**src/partially_persistent_union_find_unit_defines.svh**
```systemverilog
// Assertion macros used by the union-find sequencer (ppuf_ctrl).
`ifndef PARTIALLY_PERSISTENT_UNION_FIND_UNIT_DEFINES_SVH
`define PARTIALLY_PERSISTENT_UNION_FIND_UNIT_DEFINES_SVH

// Same-cycle implication under reset.
`define PPUF_ASSERT_IMP(lbl, ck, rn, ante, cons, msg) \
    lbl: assert property (@(posedge ck) disable iff (!rn) (ante) |-> (cons)) \
        else $error(msg);

// Next-cycle implication under reset.
`define PPUF_ASSERT_NXT(lbl, ck, rn, ante, cons, msg) \
    lbl: assert property (@(posedge ck) disable iff (!rn) (ante) |=> (cons)) \
        else $error(msg);

`endif

```
**src/ppuf_pkg.sv**
```systemverilog
// Constants, codes and bundle types of the union-find unit.
`timescale 1ns / 1ps
package ppuf_pkg;

    localparam int VERTICES   = 1024;
    localparam int VTX_W      = $clog2(VERTICES);
    localparam int HIST_DEPTH = 16;
    localparam int HIDX_W     = $clog2(HIST_DEPTH);
    localparam int HCNT_W     = HIDX_W + 1;
    localparam int ENT_W      = VTX_W + HIDX_W;
    localparam int TIME_W     = 16;
    localparam int SIZE_W     = 11;
    localparam int NV_W       = 11;
    localparam int KIND_W     = 2;
    localparam int STAT_W     = 3;

    localparam logic [NV_W-1:0]   NV_RESET   = NV_W'(1024);
    localparam logic [TIME_W-1:0] TIME_NEVER = {TIME_W{1'b1}};
    localparam logic [TIME_W-1:0] TIME_LAST  = TIME_NEVER - TIME_W'(1);

    localparam logic [KIND_W-1:0] KIND_MERGE = 2'd0;
    localparam logic [KIND_W-1:0] KIND_SAME  = 2'd1;
    localparam logic [KIND_W-1:0] KIND_SIZE  = 2'd2;

    localparam logic [STAT_W-1:0] STAT_OK        = 3'd0;
    localparam logic [STAT_W-1:0] STAT_BAD_VTX   = 3'd1;
    localparam logic [STAT_W-1:0] STAT_LATE      = 3'd2;
    localparam logic [STAT_W-1:0] STAT_HIST_FULL = 3'd3;
    localparam logic [STAT_W-1:0] STAT_EXHAUSTED = 3'd4;

    typedef enum logic [7:0] {
        ST_CLEAR   = 8'b0000_0001,
        ST_IDLE    = 8'b0000_0010,
        ST_WALK_A  = 8'b0000_0100,
        ST_WALK_B  = 8'b0000_1000,
        ST_SZ_CNT  = 8'b0001_0000,
        ST_SZ_SCAN = 8'b0010_0000,
        ST_COMMIT  = 8'b0100_0000,
        ST_DONE    = 8'b1000_0000
    } state_t;

    typedef struct packed {
        logic              en;
        logic [VTX_W-1:0]  addr;
        logic [VTX_W-1:0]  parent;
        logic [TIME_W-1:0] stamp;
    } link_wr_t;

    typedef struct packed {
        logic [VTX_W-1:0]  parent;
        logic [TIME_W-1:0] stamp;
    } link_rd_t;

    typedef struct packed {
        logic              ent_en;
        logic [ENT_W-1:0]  ent_addr;
        logic [TIME_W-1:0] ent_time;
        logic [SIZE_W-1:0] ent_size;
        logic              cnt_en;
        logic [VTX_W-1:0]  cnt_addr;
        logic [HCNT_W-1:0] cnt_data;
    } hist_wr_t;

    typedef struct packed {
        logic [VTX_W-1:0] cnt_addr;
        logic [ENT_W-1:0] ent_addr;
    } hist_rq_t;

    typedef struct packed {
        logic [HCNT_W-1:0] cnt;
        logic [TIME_W-1:0] ent_time;
        logic [SIZE_W-1:0] ent_size;
    } hist_rd_t;

endpackage

```
**src/ppuf_ifs.sv**
```systemverilog
// Handshake channels of the union-find unit: request, response, config.
`timescale 1ns / 1ps
interface ppuf_req_if import ppuf_pkg::*; ();
    logic              valid;
    logic              ready;
    logic [KIND_W-1:0] kind;
    logic [VTX_W-1:0]  vertex_a;
    logic [VTX_W-1:0]  vertex_b;
    logic [TIME_W-1:0] query_time;

    modport source (output valid, kind, vertex_a, vertex_b, query_time, input ready);
    modport sink (input valid, kind, vertex_a, vertex_b, query_time, output ready);
endinterface

interface ppuf_rsp_if import ppuf_pkg::*; ();
    logic              valid;
    logic              ready;
    logic              answer_flag;
    logic [SIZE_W-1:0] component_size;
    logic [TIME_W-1:0] current_time;
    logic [STAT_W-1:0] status;

    modport source (output valid, answer_flag, component_size, current_time, status,
                    input ready);
    modport sink (input valid, answer_flag, component_size, current_time, status,
                  output ready);
endinterface

interface ppuf_cfg_if import ppuf_pkg::*; ();
    logic            valid;
    logic            ready;
    logic [NV_W-1:0] num_vertices;

    modport source (output valid, num_vertices, input ready);
    modport sink (input valid, num_vertices, output ready);
endinterface

```
**src/ppuf_ctrl.sv**
```systemverilog
// Sequencer: reset clear, root walks, size-history scan, merge commit and handshakes.
`timescale 1ns / 1ps
`include "partially_persistent_union_find_unit_defines.svh"
module ppuf_ctrl import ppuf_pkg::*; (
    input  logic             clk,
    input  logic             rst_n,
    ppuf_cfg_if.sink         cfg,
    ppuf_req_if.sink         req,
    ppuf_rsp_if.source       rsp,
    output logic [VTX_W-1:0] link_rd_addr,
    input  link_rd_t         link_rd,
    output link_wr_t         link_wr,
    output hist_rq_t         hist_rq,
    input  hist_rd_t         hist_rd,
    output hist_wr_t         hist_wr
);

    state_t            state_reg, state_next;
    logic              rsp_valid_reg, rsp_valid_next;
    logic [TIME_W-1:0] time_now_reg, time_now_next;
    logic [NV_W-1:0]   nv_reg, nv_next;
    logic [VTX_W-1:0]  clr_reg, clr_next;

    logic [KIND_W-1:0] kind_reg, kind_next;
    logic [VTX_W-1:0]  vb_reg, vb_next;
    logic [TIME_W-1:0] t_reg, t_next;
    logic [VTX_W-1:0]  cur_reg, cur_next;
    logic [VTX_W-1:0]  ra_reg, ra_next;
    logic [VTX_W-1:0]  rb_reg, rb_next;
    logic [VTX_W-1:0]  scan_root_reg, scan_root_next;
    logic              scan_b_reg, scan_b_next;
    logic [HCNT_W-1:0] cnt_reg, cnt_next;
    logic [HCNT_W-1:0] cnt_a_reg, cnt_a_next;
    logic [HIDX_W-1:0] idx_reg, idx_next;
    logic [SIZE_W-1:0] acc_reg, acc_next;
    logic [SIZE_W-1:0] sa_reg, sa_next;
    logic [SIZE_W-1:0] sb_reg, sb_next;
    logic              res_flag_reg, res_flag_next;
    logic [SIZE_W-1:0] res_size_reg, res_size_next;
    logic [STAT_W-1:0] res_status_reg, res_status_next;
    logic              out_flag_reg, out_flag_next;
    logic [SIZE_W-1:0] out_size_reg, out_size_next;
    logic [TIME_W-1:0] out_time_reg, out_time_next;
    logic [STAT_W-1:0] out_status_reg, out_status_next;

    logic              a_ok, b_ok, q_late, follow;
    logic              scan_fin;
    logic [SIZE_W-1:0] fin_size;
    logic [HCNT_W-1:0] fin_cnt;
    logic [HCNT_W-1:0] idx_inc;
    logic              swap;
    logic [VTX_W-1:0]  win, lose;
    logic [HCNT_W-1:0] win_cnt;

    assign req.ready = (state_reg == ST_IDLE);
    assign cfg.ready = 1'b1;
    assign rsp.valid = rsp_valid_reg;
    assign rsp.answer_flag    = out_flag_reg;
    assign rsp.component_size = out_size_reg;
    assign rsp.current_time   = out_time_reg;
    assign rsp.status         = out_status_reg;

    assign a_ok    = {1'b0, req.vertex_a} < nv_reg;
    assign b_ok    = {1'b0, req.vertex_b} < nv_reg;
    assign q_late  = req.query_time > time_now_reg;
    // shared compare: link stamps during walks
    assign follow  = link_rd.stamp <= t_reg;
    assign idx_inc = {1'b0, idx_reg} + HCNT_W'(1);
    assign swap    = sa_reg < sb_reg;
    assign win     = swap ? rb_reg : ra_reg;
    assign lose    = swap ? ra_reg : rb_reg;
    assign win_cnt = swap ? cnt_reg : cnt_a_reg;

    always_comb
    begin
        state_next      = state_reg;
        rsp_valid_next  = rsp_valid_reg;
        time_now_next   = time_now_reg;
        nv_next         = nv_reg;
        clr_next        = clr_reg;
        kind_next       = kind_reg;
        vb_next         = vb_reg;
        t_next          = t_reg;
        cur_next        = cur_reg;
        ra_next         = ra_reg;
        rb_next         = rb_reg;
        scan_root_next  = scan_root_reg;
        scan_b_next     = scan_b_reg;
        cnt_next        = cnt_reg;
        cnt_a_next      = cnt_a_reg;
        idx_next        = idx_reg;
        acc_next        = acc_reg;
        sa_next         = sa_reg;
        sb_next         = sb_reg;
        res_flag_next   = res_flag_reg;
        res_size_next   = res_size_reg;
        res_status_next = res_status_reg;
        out_flag_next   = out_flag_reg;
        out_size_next   = out_size_reg;
        out_time_next   = out_time_reg;
        out_status_next = out_status_reg;

        link_rd_addr     = cur_reg;
        hist_rq.cnt_addr = cur_reg;
        hist_rq.ent_addr = {scan_root_reg, idx_reg};
        link_wr          = '0;
        hist_wr          = '0;
        scan_fin         = 1'b0;
        fin_size         = acc_reg;
        fin_cnt          = cnt_reg;

        if (cfg.valid)
        begin
            nv_next = cfg.num_vertices;
        end
        if (rsp_valid_reg && rsp.ready)
        begin
            rsp_valid_next = 1'b0;
        end

        case (state_reg)
            ST_CLEAR:
            begin
                link_wr.en       = 1'b1;
                link_wr.addr     = clr_reg;
                link_wr.stamp    = TIME_NEVER;
                hist_wr.cnt_en   = 1'b1;
                hist_wr.cnt_addr = clr_reg;
                hist_wr.cnt_data = HCNT_W'(1);
                clr_next         = clr_reg + VTX_W'(1);
                if (clr_reg == VTX_W'(VERTICES - 1))
                begin
                    state_next = ST_IDLE;
                end
            end
            ST_IDLE:
            begin
                if (req.valid)
                begin
                    kind_next       = req.kind;
                    vb_next         = req.vertex_b;
                    cur_next        = req.vertex_a;
                    link_rd_addr    = req.vertex_a;
                    t_next          = req.query_time;
                    res_flag_next   = 1'b0;
                    res_size_next   = '0;
                    res_status_next = STAT_OK;
                    state_next      = ST_DONE;
                    case (req.kind)
                        KIND_MERGE:
                        begin
                            t_next = time_now_reg;
                            if (!(a_ok && b_ok))
                                res_status_next = STAT_BAD_VTX;
                            else if (time_now_reg >= TIME_LAST)
                                res_status_next = STAT_EXHAUSTED;
                            else
                                state_next = ST_WALK_A;
                        end
                        KIND_SAME:
                        begin
                            if (!(a_ok && b_ok))
                                res_status_next = STAT_BAD_VTX;
                            else if (q_late)
                                res_status_next = STAT_LATE;
                            else
                                state_next = ST_WALK_A;
                        end
                        KIND_SIZE:
                        begin
                            if (!a_ok)
                                res_status_next = STAT_BAD_VTX;
                            else if (q_late)
                                res_status_next = STAT_LATE;
                            else
                                state_next = ST_WALK_A;
                        end
                        default:
                        begin
                            state_next = ST_DONE;
                        end
                    endcase
                end
            end
            ST_WALK_A:
            begin
                if (follow)
                begin
                    cur_next     = link_rd.parent;
                    link_rd_addr = link_rd.parent;
                end
                else
                begin
                    ra_next = cur_reg;
                    if (kind_reg == KIND_SIZE)
                    begin
                        scan_root_next = cur_reg;
                        scan_b_next    = 1'b0;
                        state_next     = ST_SZ_CNT;
                    end
                    else
                    begin
                        cur_next     = vb_reg;
                        link_rd_addr = vb_reg;
                        state_next   = ST_WALK_B;
                    end
                end
            end
            ST_WALK_B:
            begin
                if (follow)
                begin
                    cur_next     = link_rd.parent;
                    link_rd_addr = link_rd.parent;
                end
                else
                begin
                    rb_next = cur_reg;
                    if (kind_reg == KIND_SAME)
                    begin
                        res_flag_next = (ra_reg == cur_reg);
                        state_next    = ST_DONE;
                    end
                    else
                    begin
                        // a merge that gets this far always opens a new time step
                        time_now_next = time_now_reg + TIME_W'(1);
                        if (ra_reg == cur_reg)
                        begin
                            state_next = ST_DONE;
                        end
                        else
                        begin
                            hist_rq.cnt_addr = ra_reg;
                            scan_root_next   = ra_reg;
                            scan_b_next      = 1'b0;
                            state_next       = ST_SZ_CNT;
                        end
                    end
                end
            end
            ST_SZ_CNT:
            begin
                cnt_next         = hist_rd.cnt;
                acc_next         = SIZE_W'(1);
                idx_next         = HIDX_W'(1);
                hist_rq.ent_addr = {scan_root_reg, HIDX_W'(1)};
                if (hist_rd.cnt > HCNT_W'(1))
                begin
                    state_next = ST_SZ_SCAN;
                end
                else
                begin
                    scan_fin = 1'b1;
                    fin_size = SIZE_W'(1);
                    fin_cnt  = hist_rd.cnt;
                end
            end
            ST_SZ_SCAN:
            begin
                if (hist_rd.ent_time <= t_reg)
                begin
                    acc_next = hist_rd.ent_size;
                    if (idx_inc < cnt_reg)
                    begin
                        idx_next         = idx_inc[HIDX_W-1:0];
                        hist_rq.ent_addr = {scan_root_reg, idx_inc[HIDX_W-1:0]};
                    end
                    else
                    begin
                        scan_fin = 1'b1;
                        fin_size = hist_rd.ent_size;
                    end
                end
                else
                begin
                    scan_fin = 1'b1;
                end
            end
            ST_COMMIT:
            begin
                state_next = ST_DONE;
                if (win_cnt >= HCNT_W'(HIST_DEPTH))
                begin
                    res_status_next = STAT_HIST_FULL;
                end
                else
                begin
                    link_wr.en       = 1'b1;
                    link_wr.addr     = lose;
                    link_wr.parent   = win;
                    link_wr.stamp    = time_now_reg;
                    hist_wr.ent_en   = 1'b1;
                    hist_wr.ent_addr = {win, win_cnt[HIDX_W-1:0]};
                    hist_wr.ent_time = time_now_reg;
                    hist_wr.ent_size = sa_reg + sb_reg;
                    hist_wr.cnt_en   = 1'b1;
                    hist_wr.cnt_addr = win;
                    hist_wr.cnt_data = win_cnt + HCNT_W'(1);
                    res_flag_next    = 1'b1;
                end
            end
            ST_DONE:
            begin
                if (!rsp_valid_reg || rsp.ready)
                begin
                    rsp_valid_next  = 1'b1;
                    out_flag_next   = res_flag_reg;
                    out_size_next   = res_size_reg;
                    out_time_next   = time_now_reg;
                    out_status_next = res_status_reg;
                    state_next      = ST_IDLE;
                end
            end
            default:
            begin
                state_next = ST_IDLE;
            end
        endcase

        // end of a size scan: route the result to the owner
        if (scan_fin)
        begin
            if (kind_reg == KIND_SIZE)
            begin
                res_size_next = fin_size;
                state_next    = ST_DONE;
            end
            else if (!scan_b_reg)
            begin
                sa_next          = fin_size;
                cnt_a_next       = fin_cnt;
                scan_b_next      = 1'b1;
                scan_root_next   = rb_reg;
                hist_rq.cnt_addr = rb_reg;
                state_next       = ST_SZ_CNT;
            end
            else
            begin
                sb_next    = fin_size;
                state_next = ST_COMMIT;
            end
        end
    end

    always_ff @(posedge clk or negedge rst_n)
    begin
        if (!rst_n)
        begin
            state_reg     <= ST_CLEAR;
            rsp_valid_reg <= 1'b0;
            time_now_reg  <= '0;
            nv_reg        <= NV_RESET;
            clr_reg       <= '0;
        end
        else
        begin
            state_reg     <= state_next;
            rsp_valid_reg <= rsp_valid_next;
            time_now_reg  <= time_now_next;
            nv_reg        <= nv_next;
            clr_reg       <= clr_next;
        end
    end

    always_ff @(posedge clk)
    begin
        kind_reg       <= kind_next;
        vb_reg         <= vb_next;
        t_reg          <= t_next;
        cur_reg        <= cur_next;
        ra_reg         <= ra_next;
        rb_reg         <= rb_next;
        scan_root_reg  <= scan_root_next;
        scan_b_reg     <= scan_b_next;
        cnt_reg        <= cnt_next;
        cnt_a_reg      <= cnt_a_next;
        idx_reg        <= idx_next;
        acc_reg        <= acc_next;
        sa_reg         <= sa_next;
        sb_reg         <= sb_next;
        res_flag_reg   <= res_flag_next;
        res_size_reg   <= res_size_next;
        res_status_reg <= res_status_next;
        out_flag_reg   <= out_flag_next;
        out_size_reg   <= out_size_next;
        out_time_reg   <= out_time_next;
        out_status_reg <= out_status_next;
    end

    `PPUF_ASSERT_IMP(a_link_wr_state, clk, rst_n, link_wr.en, (state_reg == ST_COMMIT || state_reg == ST_CLEAR), "link write outside commit or clear")
    `PPUF_ASSERT_IMP(a_entry_zero_kept, clk, rst_n, hist_wr.ent_en, (hist_wr.ent_addr[HIDX_W-1:0] != '0), "history entry zero overwritten")
    `PPUF_ASSERT_IMP(a_time_step, clk, rst_n, !$stable(time_now_reg), (time_now_reg == $past(time_now_reg) + TIME_W'(1)), "time moved by other than one")
    `PPUF_ASSERT_IMP(a_size_only_ok, clk, rst_n, (rsp_valid_reg && out_size_reg != '0), (out_status_reg == STAT_OK), "size reported with error status")
    `PPUF_ASSERT_NXT(a_accept_busy, clk, rst_n, (req.valid && req.ready), (state_reg != ST_IDLE), "request accepted without leaving idle")

endmodule

```
**src/flat_wrapper.sv**
```systemverilog
// flat-port wrapper written by rule: the top's interface ports become plain ports
module ppuf_ctrl_flat import ppuf_pkg::*;
  (clk, rst_n, link_rd_addr, link_rd, link_wr, hist_rq, hist_rd, hist_wr, cfg_valid, cfg_num_vertices, cfg_ready, req_valid, req_kind, req_vertex_a, req_vertex_b, req_query_time, req_ready, rsp_valid, rsp_answer_flag, rsp_component_size, rsp_current_time, rsp_status, rsp_ready);
  ppuf_cfg_if cfg_i ();
  ppuf_req_if req_i ();
  ppuf_rsp_if rsp_i ();
  input  logic clk;
  input  logic rst_n;
  output logic [VTX_W-1:0] link_rd_addr;
  input  link_rd_t link_rd;
  output link_wr_t link_wr;
  output hist_rq_t hist_rq;
  input  hist_rd_t hist_rd;
  output hist_wr_t hist_wr;
  input wire logic [$bits(cfg_i.valid)-1:0] cfg_valid;
  input wire logic [$bits(cfg_i.num_vertices)-1:0] cfg_num_vertices;
  output wire logic [$bits(cfg_i.ready)-1:0] cfg_ready;
  input wire logic [$bits(req_i.valid)-1:0] req_valid;
  input wire logic [$bits(req_i.kind)-1:0] req_kind;
  input wire logic [$bits(req_i.vertex_a)-1:0] req_vertex_a;
  input wire logic [$bits(req_i.vertex_b)-1:0] req_vertex_b;
  input wire logic [$bits(req_i.query_time)-1:0] req_query_time;
  output wire logic [$bits(req_i.ready)-1:0] req_ready;
  output wire logic [$bits(rsp_i.valid)-1:0] rsp_valid;
  output wire logic [$bits(rsp_i.answer_flag)-1:0] rsp_answer_flag;
  output wire logic [$bits(rsp_i.component_size)-1:0] rsp_component_size;
  output wire logic [$bits(rsp_i.current_time)-1:0] rsp_current_time;
  output wire logic [$bits(rsp_i.status)-1:0] rsp_status;
  input wire logic [$bits(rsp_i.ready)-1:0] rsp_ready;
  assign cfg_i.valid = cfg_valid;
  assign cfg_i.num_vertices = cfg_num_vertices;
  assign cfg_ready = cfg_i.ready;
  assign req_i.valid = req_valid;
  assign req_i.kind = req_kind;
  assign req_i.vertex_a = req_vertex_a;
  assign req_i.vertex_b = req_vertex_b;
  assign req_i.query_time = req_query_time;
  assign req_ready = req_i.ready;
  assign rsp_valid = rsp_i.valid;
  assign rsp_answer_flag = rsp_i.answer_flag;
  assign rsp_component_size = rsp_i.component_size;
  assign rsp_current_time = rsp_i.current_time;
  assign rsp_status = rsp_i.status;
  assign rsp_i.ready = rsp_ready;
  ppuf_ctrl u_core (.clk(clk), .rst_n(rst_n), .cfg(cfg_i), .req(req_i), .rsp(rsp_i), .link_rd_addr(link_rd_addr), .link_rd(link_rd), .link_wr(link_wr), .hist_rq(hist_rq), .hist_rd(hist_rd), .hist_wr(hist_wr));
endmodule
```
**config.mk**
```make
export PLATFORM = sky130hd
export DESIGN_NAME = ppuf_ctrl_flat
export DESIGN_NICKNAME = d
export VERILOG_FILES = /design/src/ppuf_pkg.sv /design/src/ppuf_ifs.sv /design/src/ppuf_ctrl.sv /design/src/flat_wrapper.sv
export VERILOG_INCLUDE_DIRS = /design/src /design/src/src
export SDC_FILE = /design/constraint.sdc
export NUM_CORES = 1
export LEC_CHECK = 0
export CORE_MARGIN = 2
export CORE_UTILIZATION = 60
export CTS_BUF_LIST = sky130_fd_sc_hd__clkbuf_2
export DETAILED_ROUTE_END_ITERATION = 10
export DONT_BUFFER_PORTS = 1
export GPL_ROUTABILITY_DRIVEN = 0
export PLACE_DENSITY_LB_ADDON = 0.2
export SLEW_MARGIN = 20
export SYNTH_ARGS = -nofsm -noshare
export SYNTH_HDL_FRONTEND = slang
export SYNTH_SLANG_ARGS = --single-unit
```
**constraint.sdc**
```tcl
create_clock -name clk -period 3.1 [get_ports clk]
set_input_delay 0.31 -clock clk [delete_from_list [all_inputs] [get_ports clk]]
set_output_delay 0.31 -clock clk [all_outputs]
set_load 0.02 [all_outputs]
```
Word level (Yosys, flattened, before mapping)
Index checks and enable logic that the tools add are counted.

$add $sub $neg: 5. $lt $le $gt $ge: 10. Eq/ne operators: 28. Muxes and demuxes: 99. Bitwise logic cells: 4. Reduce and logical (&&, ||, !) cells: 20.

Operators by type and width (count): $mux W10 (22); $mux W8 (15); $mux W11 (8); $pmux W11 S2 (3); $pmux W16 S2 (2); $pmux W8 S8 (1); $mux W58 (1); $mux W42 (1); $mux W37 (1); $le A16 B16 Y1 (2); $pmux W10 S3 (1); $pmux W8 S3 (1); $lt A10 B11 Y1 (2); $mux W5 (4); $pmux W10 S2 (1); $mux W1 (18); $add A16 B1 Y16 const B (1); $ge A16 B16 Y1 const B (1); $gt A16 B16 Y1 (1); $mux W16 (1); $mux W4 (4); $pmux W4 S2 (2); $mux W3 (5); $reduce_and A3 Y1 (5); other kinds (41) (63).

Flip-flop bits (word level): 208. Input bits: 112. Output and inout port bits: 163. Word-level logic and storage cells: 192.

Logic depth before layout (Yosys ltp)
Gate-level depths: netlist (run 1).

Depth after elaboration: 8. Mapped depth: 15. Mapped depth without buffers: 14.

Worst setup path before layout (run 1)
Ideal clock, no wire load.

Path type: register to output. Start: reg u_core.state_reg[3]. End: out link_rd_addr[0]. Data arrival time: 2.921 ns. Required time: 2.790 ns. Slack: -0.131 ns. Cell stages (with the launch flop): 10. Buffers on the path: 1. Path through: dfrtp_1 -> nor2_1 -> and3_1 -> nand3b_1 -> inv_2 -> nand2_1 -> inv_1 -> clkbuf_1 -> a222oi_1 -> nand2_1.

Longest elaborated chain between the ends: 2. Elaborated cells on any way between the ends: 4. Classes of those cells: 3 x eq/ne; 1 x mux.

RTL lines: from (decl) (RTL line ppuf_ctrl.sv:18) `state_t state_reg, state_next;`; from (signal assigned) (RTL line ppuf_ctrl.sv:358) `state_reg <= state_next;`; $eq A8 B2 Y1; via req_ready (RTL line flat_wrapper.sv:23) `output wire logic [$bits(req_i.ready)-1:0] req_ready;`; $pmux W10 S3; to (decl) (RTL line flat_wrapper.sv:9) `output logic [VTX_W-1:0] link_rd_addr;`.

The timed path passes the listed nets, and every way through them passes these cells.

==> results.yml, run 1 <==
placement:
  io_buffers: 0
  hpwl_um: 23500
setup_path:
  startpoint_type: "register"
  end_kind: "output pin"
  critPathMaxFanout: 8
  criticalPathCategory: "register to output pin"
  crit_required_ns: 2.79
  arrival_ns: 3.59
clock_tree:
  cts_root_buf: "clkbuf_2"
  cts_buffers: 52
  insertion_delay_ns: 0.86
  htreeDepth: 2
  cts_tree: "done"
  cts.reportedPaths.clkPinSlew_ns: 0.12
  cts_buffer_depth: 3
  clkSinkCount: 208
synthesis:
  ys_types: 75
  ys_seq_area_share_pct: 48.4
  ys_ff_latch: 208
  synth_area_leaders: "edfxtp_1 33%, ha_1 10%, dfrtp_1 9.4%"
  ys_warn_count: 0
  async_flop_share_pct: 22.1
  synthCells: 1135
  synthFlopType: "edfxtp_1"
  synth_edf_count: 130
  syn_area_um2: 11800
  synth_top_cell_by_area: "edfxtp_1"
  synth_top_area_share_pct: 33.2
  synth_area_per_cell_um2: 10.4
  syn-num-nets: 1345
final_layout:
  final_cell_mix: "130 x edfxtp_1, 110 x nand2_1, 94 x buf_4, 88 x clkbuf_2"
  mostFrequentLayoutCell: "edfxtp_1"
  num-fill-cells: 971
  area_growth_pct: 41.0
  fin_nets: 1622
  layout-drive-gt1-share_pct: 36.9
  final_util_pct: 85.8
timing:
  rsz0062_at_grt: "yes"
  tightest_slew_ns: 0.702
  min_period_over_period_pct: 126
  finalSetupViolations: 119
  min_period_ns: 3.90
  max_freq_mhz: 256
  final.setup.worst_slack_ns: -0.804
  clock_skew_ns: 0.0647
  drv_slew: 0
  fin_hold_ws_ns: 0.0502
  slew_headroom_pct: 53.0
  finalSetupTns_ns: -75.86
  hold_violations: 0
power_and_ir_drop:
  switchingPower_w: 0.00302
  p_sw_share_pct: 37.5
  powerDensity_nw_per_um2: 485
  total_power_w: 0.00805
  clockPowerShare_pct: 23.9
  intPower_w: 0.00504
  power_frac_comb_pct: 28.9
  power_frac_seq_pct: 47.2
  leakage_nw: 6.88
  irDropWorstVdd_v: 0.000708
global_routing:
  globalRoute.totalOverflow: 0
  grt_antenna_before_repair: 2
  grt_max_degree: 33
  grt_usage_pct: 37.6
  grt_pass1_wl_um: 59500
  first_global_vias: 10895
route:
  vias_per_cell: 6.28
  wirelength_um: 40700
  drt_pass1_iterations: 7
  routedWlPerCell_um: 23.7
  route.detailed.drc: 0
  ant_nets: 0
  drtIter0Drc: 1038
  vias: 10812
floorplanning:
  num_io_pins: 275
  die_area_um2: 20700
  core_area_um2: 19300
  initial_utilization_pct: 60.8
  die_y_um: 144
  rows: 51
  die_x_um: 144
run:
  cap_viol_max_count: 0
run_status:
  status: "finished with violations"
  violations: "negative setup slack"
hold_path:
  hp-class: "primary input to register"
cell usage after synthesis (all sizes together), types with 11 or more instances:
library cell and count:
nand2 125, nand2b 20, inv 75, nand4 15
buf 28, edfxtp 130, xor2 15, o21ai 68
dfrtp 44, a21oi 75, nand3 48, a31o 11
and2 16, nor2 83, dfxtp 32, xnor2 34
nor3 13, ha 97, o211ai 16, nor4 12
mux2 19, clkbuf 23
critical path, stage by stage, from the launching register on:
cell and delay [ns]:
edfxtp_1 0.46, ha_4 0.29, nor2b_4 0.12, o21a_1 0.14
o21ai_2 0.08, a21oi_2 0.20, nor4_4 0.06, o21bai_4 0.24
mux2i_4 0.33, nand2_4 0.18, buf_8 0.21, buf_16 0.16
nor2_4 0.12, buf_6 0.16
cell families (layout without fill, tap and decap cells):
family | after synthesis | count (layout) | synth area share [%]
XOR/XNOR | 49 | 49 | 3.65
AND/OR/NAND/NOR | 385 | 386 | 17.2
buffers and inverters | 127 | 447 | 4.70
adder cells (fa/ha/maj) | 98 | 98 | 10.5
other | 1 | 2 | 0.0319
multiplexers | 24 | 24 | 2.28
AO/OA/AOI/OAI | 243 | 243 | 13.2
flip-flops | 208 | 208 | 48.4
routing by layer:
| metal | global-route usage, % | routed length [µm] | vias up |
|---|---|---|---|
| li1 | - | - | 4701 |
| met1 | 44.8 | 14600 | 5226 |
| met2 | 64.2 | 20100 | 724 |
| met3 | 9.24 | 4030 | 161 |
| met4 | 17.6 | 2060 | 0 |
| met5 | 0 | 0 | - |
stage by stage:
stage                     worst slack [ns]  cell area (µm²)  std cells
after global routing                -0.950            16600       1722
after detailed placement            -0.102            13000       1491
after floorplan                     0.0741            11800       1135
after CTS                           -0.797            15900       1705
final                               -0.804            16600       1722
after global placement              0.0130            13000       1491
power by group through the flow:
stage          sequential, W  clock (W)  combinational, W
6_report             0.00380    0.00193           0.00233
4_1_cts              0.00376    0.00189           0.00202
3_5_place_dp         0.00382          0           0.00179
2_1_floorplan        0.00371          0           0.00127
5_1_grt              0.00383    0.00207           0.00249
3_3_place_gp         0.00381          0           0.00175
area by class of cell:
cell class | count | area [µm²] | area share (%)
Timing Repair Buffer | 273 | 2870 | 17.3
Inverter | 76 | 290 | 1.75
Tap cell | 265 | 332 | 2.00
Clock buffer | 88 | 440 | 2.65
Multi-Input combinational cell | 801 | 6920 | 41.7
Sequential cell | 208 | 5700 | 34.3
Clock inverter | 10 | 37.5 | 0.226
Antenna cell | 1 | 2.50 | 0.0151
path summary, 6_finish.rpt:
check | start | end | slack [ns] | cells past startpoint
min reg2reg | u_core.res_flag_reg$_DFFE_PP_ | u_core.rsp.answer_flag$_DFFE_PP_ | 0.43 | 0
max in group asynchronous | rst_n | u_core.state_reg[3]$_DFFE_PN0P_ | 2.19 | 4
max | u_core.sa_reg[1]$_DFFE_PP_ | hist_wr[30] | -0.80 | 13
max reg2reg | u_core.t_reg[8]$_DFFE_PP_ | u_core.state_reg[2]$_DFFE_PN0P_ | 0.10 | 14
min in group asynchronous | rst_n | u_core.time_now_reg[14]$_DFFE_PN0P_ | 0.48 | 3
min | req_kind[1] | u_core.t_reg[13]$_DFFE_PP_ | 0.05 | 3
repair_timing:
item	in CTS	in global routing
hold buffers	82	0
gates resized for setup	311	122
hold endpoints to repair	154	0
cloned	11	2
pin swaps	38	55
setup buffers	24	21
endpoints found under the setup margin	119	120
Note: power is estimated with default switching activity, not from simulation.
==> inputs of run 2 (changes only) <==
CAP_MARGIN = 10   (was default)
CELL_PAD_IN_SITES_DETAIL_PLACEMENT = 1   (was default)
CELL_PAD_IN_SITES_GLOBAL_PLACEMENT = 2   (was default)
CORE_UTILIZATION = 37   (was 60)
==> results.yml, run 2 (synthesis gave the netlist of run 1 again) <==
setup_path:
  startpoint_type: "register"
  crit_family: "simple AND/OR/NAND/NOR gates"
  critical_path.cell_chain: "inv_1 > ha_1 > a21oi_1 > a211oi_2 > nor4_4 > or2_4 > buf_6 > nor3_4 > a222oi_1 > nand2_4"
  arrival_ns: 3.65
  crit_required_ns: 2.79
  critPathMaxFanout: 5
  criticalPathCategory: "register to output pin"
  path_buf_inv: 2
  slowest_delay_ns: 0.54
  cp_slowest_cell: "a222oi_1"
  end_kind: "output pin"
floorplanning:
  die_area_um2: 33200
  num_io_pins: 275
  die_y_um: 182
  core_area_um2: 31400
  initial_utilization_pct: 37.5
  rows: 65
  die_x_um: 182
placement:
  hpwl_um: 28100
  dp_slack_ns: -0.127
  dpl_cell_area_um2: 13300
  io_buffers: 0
final_layout:
  final_area_um2: 17100
  layout-drive-gt1-share_pct: 35.8
  fin_nets: 1678
  area_growth_pct: 45.7
  mostFrequentLayoutCell: "edfxtp_1"
  num-fill-cells: 3409
  final_cell_mix: "130 x edfxtp_1, 126 x buf_4, 110 x nand2_1, 108 x dlygate4sd3_1, 93 x clkbuf_2"
timing:
  drv_slew: 0
  rsz0062_at_grt: "yes"
  finalSetupViolations: 119
  final.setup.worst_slack_ns: -0.857
  min_period_over_period_pct: 128
  slew_headroom_pct: 49.7
  hold_violations: 0
  max_freq_mhz: 253
  fin_hold_ws_ns: 0.127
  min_period_ns: 3.96
  tightest_slew_ns: 0.748
  clock_skew_ns: 0.0831
route:
  ant_nets: 0
  drtIter0Drc: 606
  vias_per_cell: 5.41
  routedWlPerCell_um: 22.8
  vias: 10399
  route.detailed.drc: 0
  drt_pass1_iterations: 7
  wirelength_um: 43800
global_routing:
  first_global_vias: 11058
  globalRoute.totalOverflow: 0
  grt_usage_pct: 24.4
  grt_pass1_wl_um: 62600
  grt_antenna_before_repair: 2
  grt_max_degree: 48
clock_tree:
  cts_root_buf: "clkbuf_2"
  cts_buffer_depth: 3
  cts_buffers: 59
  insertion_delay_ns: 0.93
  cts.reportedPaths.clkPinSlew_ns: 0.11
  clkSinkCount: 208
  cts_tree: "done"
  htreeDepth: 2
hold_path:
  hp-class: "primary input to register"
power_and_ir_drop:
  leakage_nw: 7.16
  powerDensity_nw_per_um2: 491
  irDropWorstVdd_v: 0.000254
run_status:
  status: "finished with violations"
  violations: "negative setup slack"
run:
  cap_viol_max_count: 0
[run 2: changes by cell type in the layout (fill, tap and decap cells not counted), moves of 6 or more]
cell,previous run,this run
nor2_2,6,14
dlygate4sd3_1,80,108
clkinv_1,9,16
ha_4,17,11
inv_2,15,8
clkbuf_16,0,8
nor2_4,31,19
buf_16,9,3
buf_4,94,126
buf_6,77,60
inv_1,61,68
[run 2: timing repair]
| action | in CTS | in global routing |
|---|---|---|
| cloned | 2 | 13 |
| pin swaps | 36 | 46 |
| buffers inserted | 26 | 18 |
| hold buffers | 110 | 0 |
| gates resized for setup | 182 | 175 |
| endpoints found under the setup margin | 119 | 128 |
| endpoints found under the hold margin | 165 | 0 |
[run 2: final timing paths]
path / cells after the start / from / slack (ns) / endpoint
setup / recovery: 10 / u_core.t_reg[7]$_DFFE_PP_ / -0.86 / link_rd_addr[7]
hold / removal: 7 / req_vertex_a[5] / 0.13 / u_core.res_status_reg[0]$_SDFFCE_PP1P_
setup reg to reg: 12 / u_core.t_reg[15]$_DFFE_PP_ / 0.12 / u_core.time_now_reg[12]$_DFFE_PN0P_
hold reg to reg: 0 / u_core.res_status_reg[0]$_SDFFCE_PP1P_ / 0.39 / u_core.rsp.status[0]$_DFFE_PP_
max in group asynchronous: 4 / rst_n / 2.12 / u_core.time_now_reg[9]$_DFFE_PN0P_
min in group asynchronous: 3 / rst_n / 0.68 / u_core.nv_reg[10]$_DFFE_PN1P_
[run 2: layout make-up]
| type | count | area (µm²) | share of cell area [%] |
|---|---|---|---|
| Clock inverter | 19 | 104 | 0.606 |
| Multi-Input combinational cell | 801 | 6770 | 39.5 |
| Sequential cell | 208 | 5700 | 33.3 |
| Inverter | 76 | 285 | 1.66 |
| Clock buffer | 93 | 465 | 2.72 |
| Tap cell | 402 | 503 | 2.94 |
| Antenna cell | 2 | 5.00 | 0.0292 |
| Timing Repair Buffer | 322 | 3310 | 19.3 |
[run 2: routing by layer]
| layer | vias up | part of all wire [%] | global-route usage, % |
|---|---|---|---|
| li1 | 4793 | - | - |
| met1 | 5145 | 40 | 28.7 |
| met2 | 354 | 50 | 42.4 |
| met3 | 107 | 5.5 | 5.61 |
| met4 | 0 | 4.2 | 11.3 |
| met5 | - | 0 | 0 |
[run 2: worst reg2reg max path, delay by kind of cell, from the launching register on]
kind | cells | cell delay [ns]
adder cells (fa/ha/maj) | 1 | 0.27
AND/OR/NAND/NOR | 5 | 1.24
buffers and inverters | 4 | 0.63
AO/OA/AOI/OAI | 1 | 0.25
XOR/XNOR | 1 | 0.14
flip-flops | 1 | 0.36
[run 2: power breakdown]
part	internal [W]	leakage [nW]	switching, W
Combinational	0.00100	4.71	0.00148
Clock	0.000884	0.436	0.00129
Sequential	0.00337	2.01	0.000398
Total	0.00525	7.16	0.00316
[run 2: per-stage QoR]
step,instances,util (%),total power (W),TNS (ns)
after floorplan,1135,-,0.00498,0
after global placement,1647,42.5,0.00572,-0.333
after detailed placement,1647,42.5,0.00576,-0.994
after CTS,1895,50.9,0.00834,-84.70
after global routing,1923,54.6,0.00885,-103.87
final,1923,54.6,0.00842,-75.10
